$ cat src/design/bounded_list_with_middle_ops_core_defines.svh
// ---------------------------------------------------------------------------
// bounded list core assertion macros
// shared property forms for the list core checks
// ---------------------------------------------------------------------------
`ifndef BOUNDED_LIST_WITH_MIDDLE_OPS_CORE_DEFINES_SVH
`define BOUNDED_LIST_WITH_MIDDLE_OPS_CORE_DEFINES_SVH

// same-cycle implication, disabled while in reset
`define BLMO_ASSERT_IMP(label, clk, rst, ante, cons) \
  label: assert property (@(posedge clk) disable iff (rst) (ante) |-> (cons)) \
    else $error("blmo same-cycle check failed");

// next-cycle implication, disabled while in reset
`define BLMO_ASSERT_NXT(label, clk, rst, ante, cons) \
  label: assert property (@(posedge clk) disable iff (rst) (ante) |=> (cons)) \
    else $error("blmo next-cycle check failed");

`endif

$ cat src/design/blmo_pkg.sv
// ---------------------------------------------------------------------------
// blmo_pkg
// types and constants of the bounded list core
// ---------------------------------------------------------------------------
`timescale 1ns / 1ps

package blmo_pkg;

  localparam int DEF_CAPACITY = 16;
  localparam int MAX_RESULTS  = 16;
  localparam int VAL_W        = 32;
  localparam int LEN_W        = 5;
  localparam int CMD_W        = 3;
  localparam int STAT_W       = 2;
  localparam int S_DATA_W     = 40;
  localparam int M_DATA_W     = 40;

  typedef enum logic [CMD_W-1:0] {
    CMD_PUSH_FRONT = 3'd0,
    CMD_PUSH_BACK  = 3'd1,
    CMD_PUSH_MID   = 3'd2,
    CMD_POP_FRONT  = 3'd3,
    CMD_POP_BACK   = 3'd4,
    CMD_POP_MID    = 3'd5,
    CMD_READ_ALL   = 3'd6
  } cmd_t;

  typedef enum logic [STAT_W-1:0] {
    STAT_OK    = 2'd0,
    STAT_EMPTY = 2'd1,
    STAT_FULL  = 2'd2
  } status_t;

  typedef enum logic [3:0] {
    ST_IDLE,
    ST_RD,
    ST_WR,
    ST_PUT,
    ST_TAKE_RD,
    ST_TAKE,
    ST_DROP,
    ST_EMIT,
    ST_LRD,
    ST_LOUT
  } state_t;

endpackage

$ cat src/design/bounded_list_with_middle_ops_core.sv
// ---------------------------------------------------------------------------
// bounded_list_with_middle_ops_core
// ordered list of signed values with push/pop at front, back and middle
// ---------------------------------------------------------------------------
// The list lives in a single-port-write, registered-read ram and a small
// sequencer moves entries one at a time through a shared index adder and
// compare. A command is taken only while the core is idle. Every entry that
// has to shift takes one ram read and one ram write. A read-all command
// reads and sends the listed elements one at a time, and it waits whenever
// the sink has not yet taken the previous element. The result sits in an
// output register, so a new command can be taken while the previous result
// still waits for its transfer; a finished command whose result finds that
// register still occupied waits until the sink takes it. The middle element
// is the one at index floor(n/2); a middle push lands right after it, or as
// the only element of an empty list.
`timescale 1ns / 1ps

`include "bounded_list_with_middle_ops_core_defines.svh"

module bounded_list_with_middle_ops_core
  import blmo_pkg::*;
#(
  parameter int CAPACITY = DEF_CAPACITY
) (
  input  logic                clk,
  input  logic                rst,
  // command stream
  input  logic                s_tvalid,
  output logic                s_tready,
  input  logic [S_DATA_W-1:0] s_tdata,   // command [2:0], value [34:3], zero pad
  // result stream
  output logic                m_tvalid,
  input  logic                m_tready,
  output logic [M_DATA_W-1:0] m_tdata,   // status [1:0], element [33:2], length [38:34]
  output logic                m_tlast
);

  localparam int AW = $clog2(CAPACITY);
  localparam int CW = $clog2(CAPACITY + 1);

  // sequencer state
  state_t state;
  state_t state_next;

  // list bookkeeping
  logic [CW-1:0]    count;     // stored entries
  cmd_t             cmd;       // command in progress
  logic [VAL_W-1:0] val;       // value to insert
  logic [VAL_W-1:0] elem;      // removed value for the result
  status_t          stat;
  logic [AW-1:0]    pos;       // insert or remove position
  logic [AW-1:0]    idx;       // moving cursor

  // output register
  status_t          out_status;
  logic [VAL_W-1:0] out_element;
  logic [LEN_W-1:0] out_length;

  // ram port
  logic             ram_we;
  logic [AW-1:0]    ram_waddr;
  logic [VAL_W-1:0] ram_wdata;
  logic [AW-1:0]    ram_raddr;
  logic [VAL_W-1:0] ram_rdata;

  // input decode
  cmd_t             cmd_in;
  logic [VAL_W-1:0] val_in;
  logic             accept;
  logic             full;
  logic             is_push_in;
  logic             is_push;
  logic [AW-1:0]    pos_in;

  // shared index unit
  logic [AW-1:0]    idx_dn;
  logic [AW-1:0]    idx_up;
  logic             out_free;
  logic             list_last;

  assign cmd_in   = cmd_t'(s_tdata[CMD_W-1:0]);
  assign val_in   = s_tdata[CMD_W+VAL_W-1:CMD_W];
  assign accept   = s_tvalid && s_tready;
  assign full     = (count == CW'(CAPACITY));
  assign out_free = !m_tvalid || m_tready;

  assign is_push_in = (cmd_in == CMD_PUSH_FRONT) || (cmd_in == CMD_PUSH_BACK) ||
                      (cmd_in == CMD_PUSH_MID);
  assign is_push    = (cmd == CMD_PUSH_FRONT) || (cmd == CMD_PUSH_BACK) ||
                      (cmd == CMD_PUSH_MID);

  assign idx_dn = idx - AW'(1);
  assign idx_up = idx + AW'(1);

  // last listed element: end of the list or the result limit
  assign list_last = ((CW'(idx) + CW'(1)) == count) || (int'(idx) == MAX_RESULTS - 1);

  // position of the insert or removal, from the length before the command
  always_comb begin
    unique case (cmd_in)
      CMD_PUSH_FRONT: pos_in = '0;
      CMD_PUSH_BACK:  pos_in = AW'(count);
      CMD_PUSH_MID:   pos_in = (count == '0) ? '0 : AW'((count >> 1) + CW'(1));
      CMD_POP_FRONT:  pos_in = '0;
      CMD_POP_BACK:   pos_in = AW'(count - CW'(1));
      CMD_POP_MID:    pos_in = AW'(count >> 1);
      default:        pos_in = '0;
    endcase
  end

  // next state
  always_comb begin
    state_next = state;
    unique case (state)
      ST_IDLE: begin
        if (accept) begin
          unique case (cmd_in)
            CMD_PUSH_FRONT, CMD_PUSH_BACK, CMD_PUSH_MID: begin
              if (full) begin
                state_next = ST_EMIT;
              end else if (pos_in == AW'(count)) begin
                state_next = ST_PUT;
              end else begin
                state_next = ST_RD;
              end
            end
            CMD_POP_FRONT, CMD_POP_BACK: begin
              state_next = (count == '0) ? ST_EMIT : ST_TAKE_RD;
            end
            CMD_POP_MID: begin
              state_next = (count < CW'(2)) ? ST_EMIT : ST_TAKE_RD;
            end
            CMD_READ_ALL: begin
              state_next = (count == '0) ? ST_EMIT : ST_LRD;
            end
            default: state_next = ST_EMIT;
          endcase
        end
      end
      ST_RD: state_next = ST_WR;
      ST_WR: begin
        if (is_push) begin
          state_next = (idx_dn == pos) ? ST_PUT : ST_RD;
        end else begin
          state_next = ((CW'(idx) + CW'(2)) < count) ? ST_RD : ST_DROP;
        end
      end
      ST_PUT:     state_next = ST_EMIT;
      ST_TAKE_RD: state_next = ST_TAKE;
      ST_TAKE:    state_next = ((CW'(pos) + CW'(1)) < count) ? ST_RD : ST_DROP;
      ST_DROP:    state_next = ST_EMIT;
      ST_EMIT:    state_next = out_free ? ST_IDLE : ST_EMIT;
      ST_LRD:     state_next = ST_LOUT;
      ST_LOUT: begin
        if (out_free) begin
          state_next = list_last ? ST_IDLE : ST_LRD;
        end
      end
      default: state_next = ST_IDLE;
    endcase
  end

  // handshake and ram control
  always_comb begin
    s_tready  = (state == ST_IDLE);
    ram_we    = (state == ST_WR) || (state == ST_PUT);
    ram_waddr = (state == ST_PUT) ? pos : idx;
    ram_wdata = (state == ST_PUT) ? val : ram_rdata;
    unique case (state)
      ST_RD:      ram_raddr = is_push ? idx_dn : idx_up;
      ST_TAKE_RD: ram_raddr = pos;
      default:    ram_raddr = idx;   // list reads hold the address while waiting
    endcase
  end

  // control registers
  always_ff @(posedge clk) begin
    if (rst) begin
      state    <= ST_IDLE;
      count    <= '0;
      m_tvalid <= 1'b0;
    end else begin
      state <= state_next;
      if (state == ST_PUT) begin
        count <= count + CW'(1);
      end else if (state == ST_DROP) begin
        count <= count - CW'(1);
      end
      if (((state == ST_EMIT) || (state == ST_LOUT)) && out_free) begin
        m_tvalid <= 1'b1;
      end else if (m_tready) begin
        m_tvalid <= 1'b0;
      end
    end
  end

  // datapath registers
  always_ff @(posedge clk) begin
    unique case (state)
      ST_IDLE: begin
        if (accept) begin
          cmd  <= cmd_in;
          val  <= val_in;
          elem <= '0;
          pos  <= pos_in;
          idx  <= is_push_in ? AW'(count) : '0;
          if (is_push_in) begin
            stat <= full ? STAT_FULL : STAT_OK;
          end else if ((cmd_in == CMD_POP_FRONT) || (cmd_in == CMD_POP_BACK) ||
                       (cmd_in == CMD_READ_ALL)) begin
            stat <= (count == '0) ? STAT_EMPTY : STAT_OK;
          end else if (cmd_in == CMD_POP_MID) begin
            stat <= (count < CW'(2)) ? STAT_EMPTY : STAT_OK;
          end else begin
            stat <= STAT_EMPTY;   // unknown command is ignored
          end
        end
      end
      ST_WR: idx <= is_push ? idx_dn : idx_up;
      ST_TAKE: begin
        elem <= ram_rdata;
        idx  <= pos;
      end
      ST_EMIT: begin
        if (out_free) begin
          out_status  <= stat;
          out_element <= elem;
          out_length  <= LEN_W'(count);
          m_tlast     <= 1'b1;
        end
      end
      ST_LOUT: begin
        if (out_free) begin
          out_status  <= STAT_OK;
          out_element <= ram_rdata;
          out_length  <= LEN_W'(count);
          m_tlast     <= list_last;
          idx         <= idx_up;
        end
      end
      default: ;
    endcase
  end

  assign m_tdata = {{(M_DATA_W - STAT_W - VAL_W - LEN_W){1'b0}},
                    out_length, out_element, out_status};

  // list storage
  blmo_ram #(
    .WIDTH(VAL_W),
    .DEPTH(CAPACITY)
  ) u_ram (
    .clk  (clk),
    .we   (ram_we),
    .waddr(ram_waddr),
    .wdata(ram_wdata),
    .raddr(ram_raddr),
    .rdata(ram_rdata)
  );

  // checks
  `BLMO_ASSERT_IMP(a_count_bound, clk, rst, 1'b1, count <= CW'(CAPACITY))
  `BLMO_ASSERT_NXT(a_full_drop, clk, rst, accept && is_push_in && full, (state == ST_EMIT) && (stat == STAT_FULL))
  `BLMO_ASSERT_NXT(a_shift_keeps_count, clk, rst, (state == ST_RD) || (state == ST_WR), $stable(count))

endmodule

$ cat src/design/blmo_ram.sv
// ---------------------------------------------------------------------------
// blmo_ram
// generic single-write, single-read ram with registered read data
// ---------------------------------------------------------------------------
`timescale 1ns / 1ps

module blmo_ram #(
  parameter int WIDTH = 32,
  parameter int DEPTH = 16
) (
  input  logic                     clk,
  input  logic                     we,
  input  logic [$clog2(DEPTH)-1:0] waddr,
  input  logic [WIDTH-1:0]         wdata,
  input  logic [$clog2(DEPTH)-1:0] raddr,
  output logic [WIDTH-1:0]         rdata
);

  logic [WIDTH-1:0] mem [DEPTH];

  always_ff @(posedge clk) begin
    if (we) begin
      mem[waddr] <= wdata;
    end
    rdata <= mem[raddr];
  end

endmodule
$ cat config.mk
export PLATFORM = sky130hd
export DESIGN_NAME = bounded_list_with_middle_ops_core
export DESIGN_NICKNAME = d
export VERILOG_FILES = /design/src/design/blmo_pkg.sv /design/src/design/bounded_list_with_middle_ops_core.sv /design/src/design/blmo_ram.sv
export VERILOG_INCLUDE_DIRS = /design/src /design/src/design
export SDC_FILE = /design/constraint.sdc
export NUM_CORES = 1
export LEC_CHECK = 0
export ABC_AREA = 1
export BUFFER_PORTS_ARGS = -buffer_cell sky130_fd_sc_hd__buf_2
export CORE_ASPECT_RATIO = 0.5
export CORE_MARGIN = 2
export CORE_UTILIZATION = 30
export DETAILED_ROUTE_END_ITERATION = 6
export PLACE_DENSITY_LB_ADDON = 0.12
export SLEW_MARGIN = 20
export SYNTH_ARGS = -nofsm -noshare
export SYNTH_HDL_FRONTEND = slang
export SYNTH_HIERARCHICAL = 1
export SYNTH_SLANG_ARGS = --single-unit
$ cat constraint.sdc
create_clock -name clk -period 4.04 [get_ports clk]
set_clock_uncertainty 0.2 [all_clocks]
set_input_delay 0.404 -clock clk [delete_from_list [all_inputs] [get_ports clk]]
set_output_delay 0.404 -clock clk [all_outputs]
set_load 0.05 [all_outputs]
==> run metrics <==
Initial DRT Pass Iterations 5; Setup crit start kind flop; Max Buffers Root-to-Sink 3; largest net degree at the start of global routing ~130; Congestion Overflow GR 0; Fillers just under 10000; Worst Hold Class primary input to flop; Via Count approximately 19000; CTS clk-pin slew, worst paths around 60 ps; Syn Inst Count 2767; area leader, netlist edfxtp_1; cell area after synthesis 29080 µm²; Synth area leaders edfxtp_1 65%, nand2_1 11%, nand3_1 7.0%; Worst EP required approximately 4400 ps; Seq/Total Area, Yosys 67.85%; Post-synth top flop edfxtp_1; drt initial violations between 1000 and 1500; Avg Inst Size Synth 10.51 µm²; core area roughly 96000 µm²; met2 routed WL between 30000 and 40000 µm; Static Leak ~14 nW; area grow syn2layout 16.44%; clk_lat worst skew approximately 640 ps; Reg area slightly below 20000 µm²; die height approximately 220 µm; Slew headroom roughly a third; placed wire-length estimate approximately 45000 µm; initial antenna violation count 3; status finished clean; Placed Cells between 4000 and 5000; Port Buffers 80; layout cell share with drive strength beyond 1 10.75%; # rows 80; # H-tree levels 3; max_cap viols 0; highest routed layer met4; Post-synth EDFFs roughly 630; Post-Layout Inst Area around 34000 µm²; DR vias/cell 4.502; DRC viols 0; synth unique cells 46; final wirelength approximately 81000 µm; top post-synthesis cells by count 821 x nand2_1, 629 x edfxtp_1, 456 x inv_1; P per Cell Area 821.5 nW/µm²; RSZ-0062 raised after global routing false; Initial Util roughly 30%; multi-input logic area around 6900 µm²; clock root buffer clkbuf_16; Pwr Total approximately 28 mW; Async S/R FF share, synth 0%; CTS buffer count 70; Hold WS 269.5 ps; CTS tree built; Fin Setup TNS 0 ps; Die Wd around 440 µm; global placement routability congestion between 0.8 and 0.9; Fin. Hold Viols 0; CP Class flop to flop; Tcrit/Tclk final 84.14%; Post-CTS Setup Repair Bufs 0; Post-DP Area 31300 µm²; wire per inst ~19 µm; flip-flop and latch count after synthesis 671; antenna-violating nets left 0; crit path max fanout 34; count leader, synth nand2_1; arrival time worst endpoint between 3000 and 4000 ps; gr usage total 16.43%; CTS sink cnt between 600 and 700; Finished Layout Cells 4241; DIE AREA 99580 µm²; worst slew pin tran 1003 ps; syn_nets 2832; peak supply drop approximately 1.3 mV; vias in the first global route 18160; global-route wire length before repair roughly 120000 µm; Nets between 2000 and 3000; Critical Path End Type flop; # IOs 87; WL met3 between 3000 and 4000 µm; yosys warns 6; M1 WL 41530 µm; # setup viols final 0; min Tclk post-route 3399 ps; Max Fclk 294.2 MHz; Slew Limit Fails 0; Synth top area share between 60 and 70%
==> what timing repair did <==
action / 4_1_cts / 5_1_grt
resized for setup: 0 / 0
hold buffers: 38 / 0
endpoints found under the hold margin: 45 / 0
==> cell families (layout without fill, tap and decap cells) <==
logic type      count (synthesis)  after routing  share of synthesized area (%)
compound gates                120            120                          2.332
xor+xnor                       14             14                         0.4217
fa+ha+maj                      21             21                         0.9037
buf+inv                       600            801                          9.007
flops                         671            671                          67.85
other cells                     1              3                        0.01290
simple gates                 1340           1340                          19.47
==> final timing paths <==
path / startpoint / endpoint / slack, ps / cells past startpoint
max: idx[0] / u_ram/rdata[14] / 640 / 11
min: s_tdata[32] / val[29] / 270 / 2
max reg2reg: idx[0] / u_ram/rdata[14] / 640 / 11
min reg2reg: count[4] / out_length[4] / 290 / 0
==> metal layers <==
metal  vias up  GRT usage, %
met5         -             0
met4         0         3.906
met3       100         2.668
met2       421         24.16
met1      9243         25.08
li1       9327             -
==> stage by stage <==
stage / util, % / worst slack [ps]
2_1_floorplan: - / 551.0
3_3_place_gp: 32.71 / 610.7
3_5_place_dp: 32.71 / 598.1
4_1_cts: 35.37 / 563.8
5_1_grt: 35.37 / 423.2
6_report: 35.38 / 640.8
==> flip-flops by register name, indices dropped and copies added, names as in the netlist, 3 cells and up <==
name / cells
u_ram/rdata: 32
val: 32
cmd: 3
elem: 32
out_length: 5
out_element: 32
pos: 4
u_ram/mem: 512
idx: 4
count: 5
state: 4
==> worst max-delay path, stage by stage, from the launching register on <==
cell and delay [ps]:
edfxtp_1 530, inv_1 160, ha_1 430, xor2_1 210
nand2_1 140, nand3_4 310, inv_4 550, buf_12 310
nand3_1 110, nand3_1 110, nand3_1 130, nand2_1 110
==> power by group <==
| group | internal [mW] | switching, mW | total (mW) | leakage, nW |
|---|---|---|---|---|
| Sequential | 9.41 | 0.277 | 9.69 | 6.07 |
| Clock | 3.52 | 2.75 | 6.27 | 1.07 |
| Combinational | 3.33 | 8.52 | 11.9 | 6.83 |
==> cell type report <==
cell class / count / area share [%]
Tap cell: 1271 / 4.697
Antenna cell: 2 / 0.01478
Clock inverter: 29 / 0.5285
Sequential cell: 671 / 58.27
Multi-Input combinational cell: 1496 / 20.34
Timing Repair Buffer: 207 / 5.019
Clock buffer: 95 / 5.880
Inverter: 470 / 5.244
==> layout by cell type (no fill, tap or decap), drive strengths merged, types with 2 or more instances in the layout <==
| cell | netlist | final |
|---|---|---|
| a21oi | 17 | 17 |
| a31oi | 5 | 5 |
| buf | 110 | 169 |
| clkbuf | 20 | 95 |
| clkinv | 1 | 26 |
| dfxtp | 42 | 42 |
| diode | 0 | 2 |
| dlygate4sd3 | 0 | 38 |
| edfxtp | 629 | 629 |
| ha | 21 | 21 |
| inv | 469 | 471 |
| nand2 | 822 | 822 |
| nand3 | 411 | 411 |
| nand3b | 3 | 3 |
| nand4 | 5 | 5 |
| nor2 | 90 | 90 |
| nor3 | 6 | 6 |
| o2111ai | 3 | 3 |
| o211ai | 7 | 7 |
| o21ai | 81 | 81 |
| o221ai | 2 | 2 |
| or2 | 2 | 2 |
| xnor2 | 4 | 4 |
| xor2 | 10 | 10 |
No activity file was read; power rests on OpenSTA's default activity.
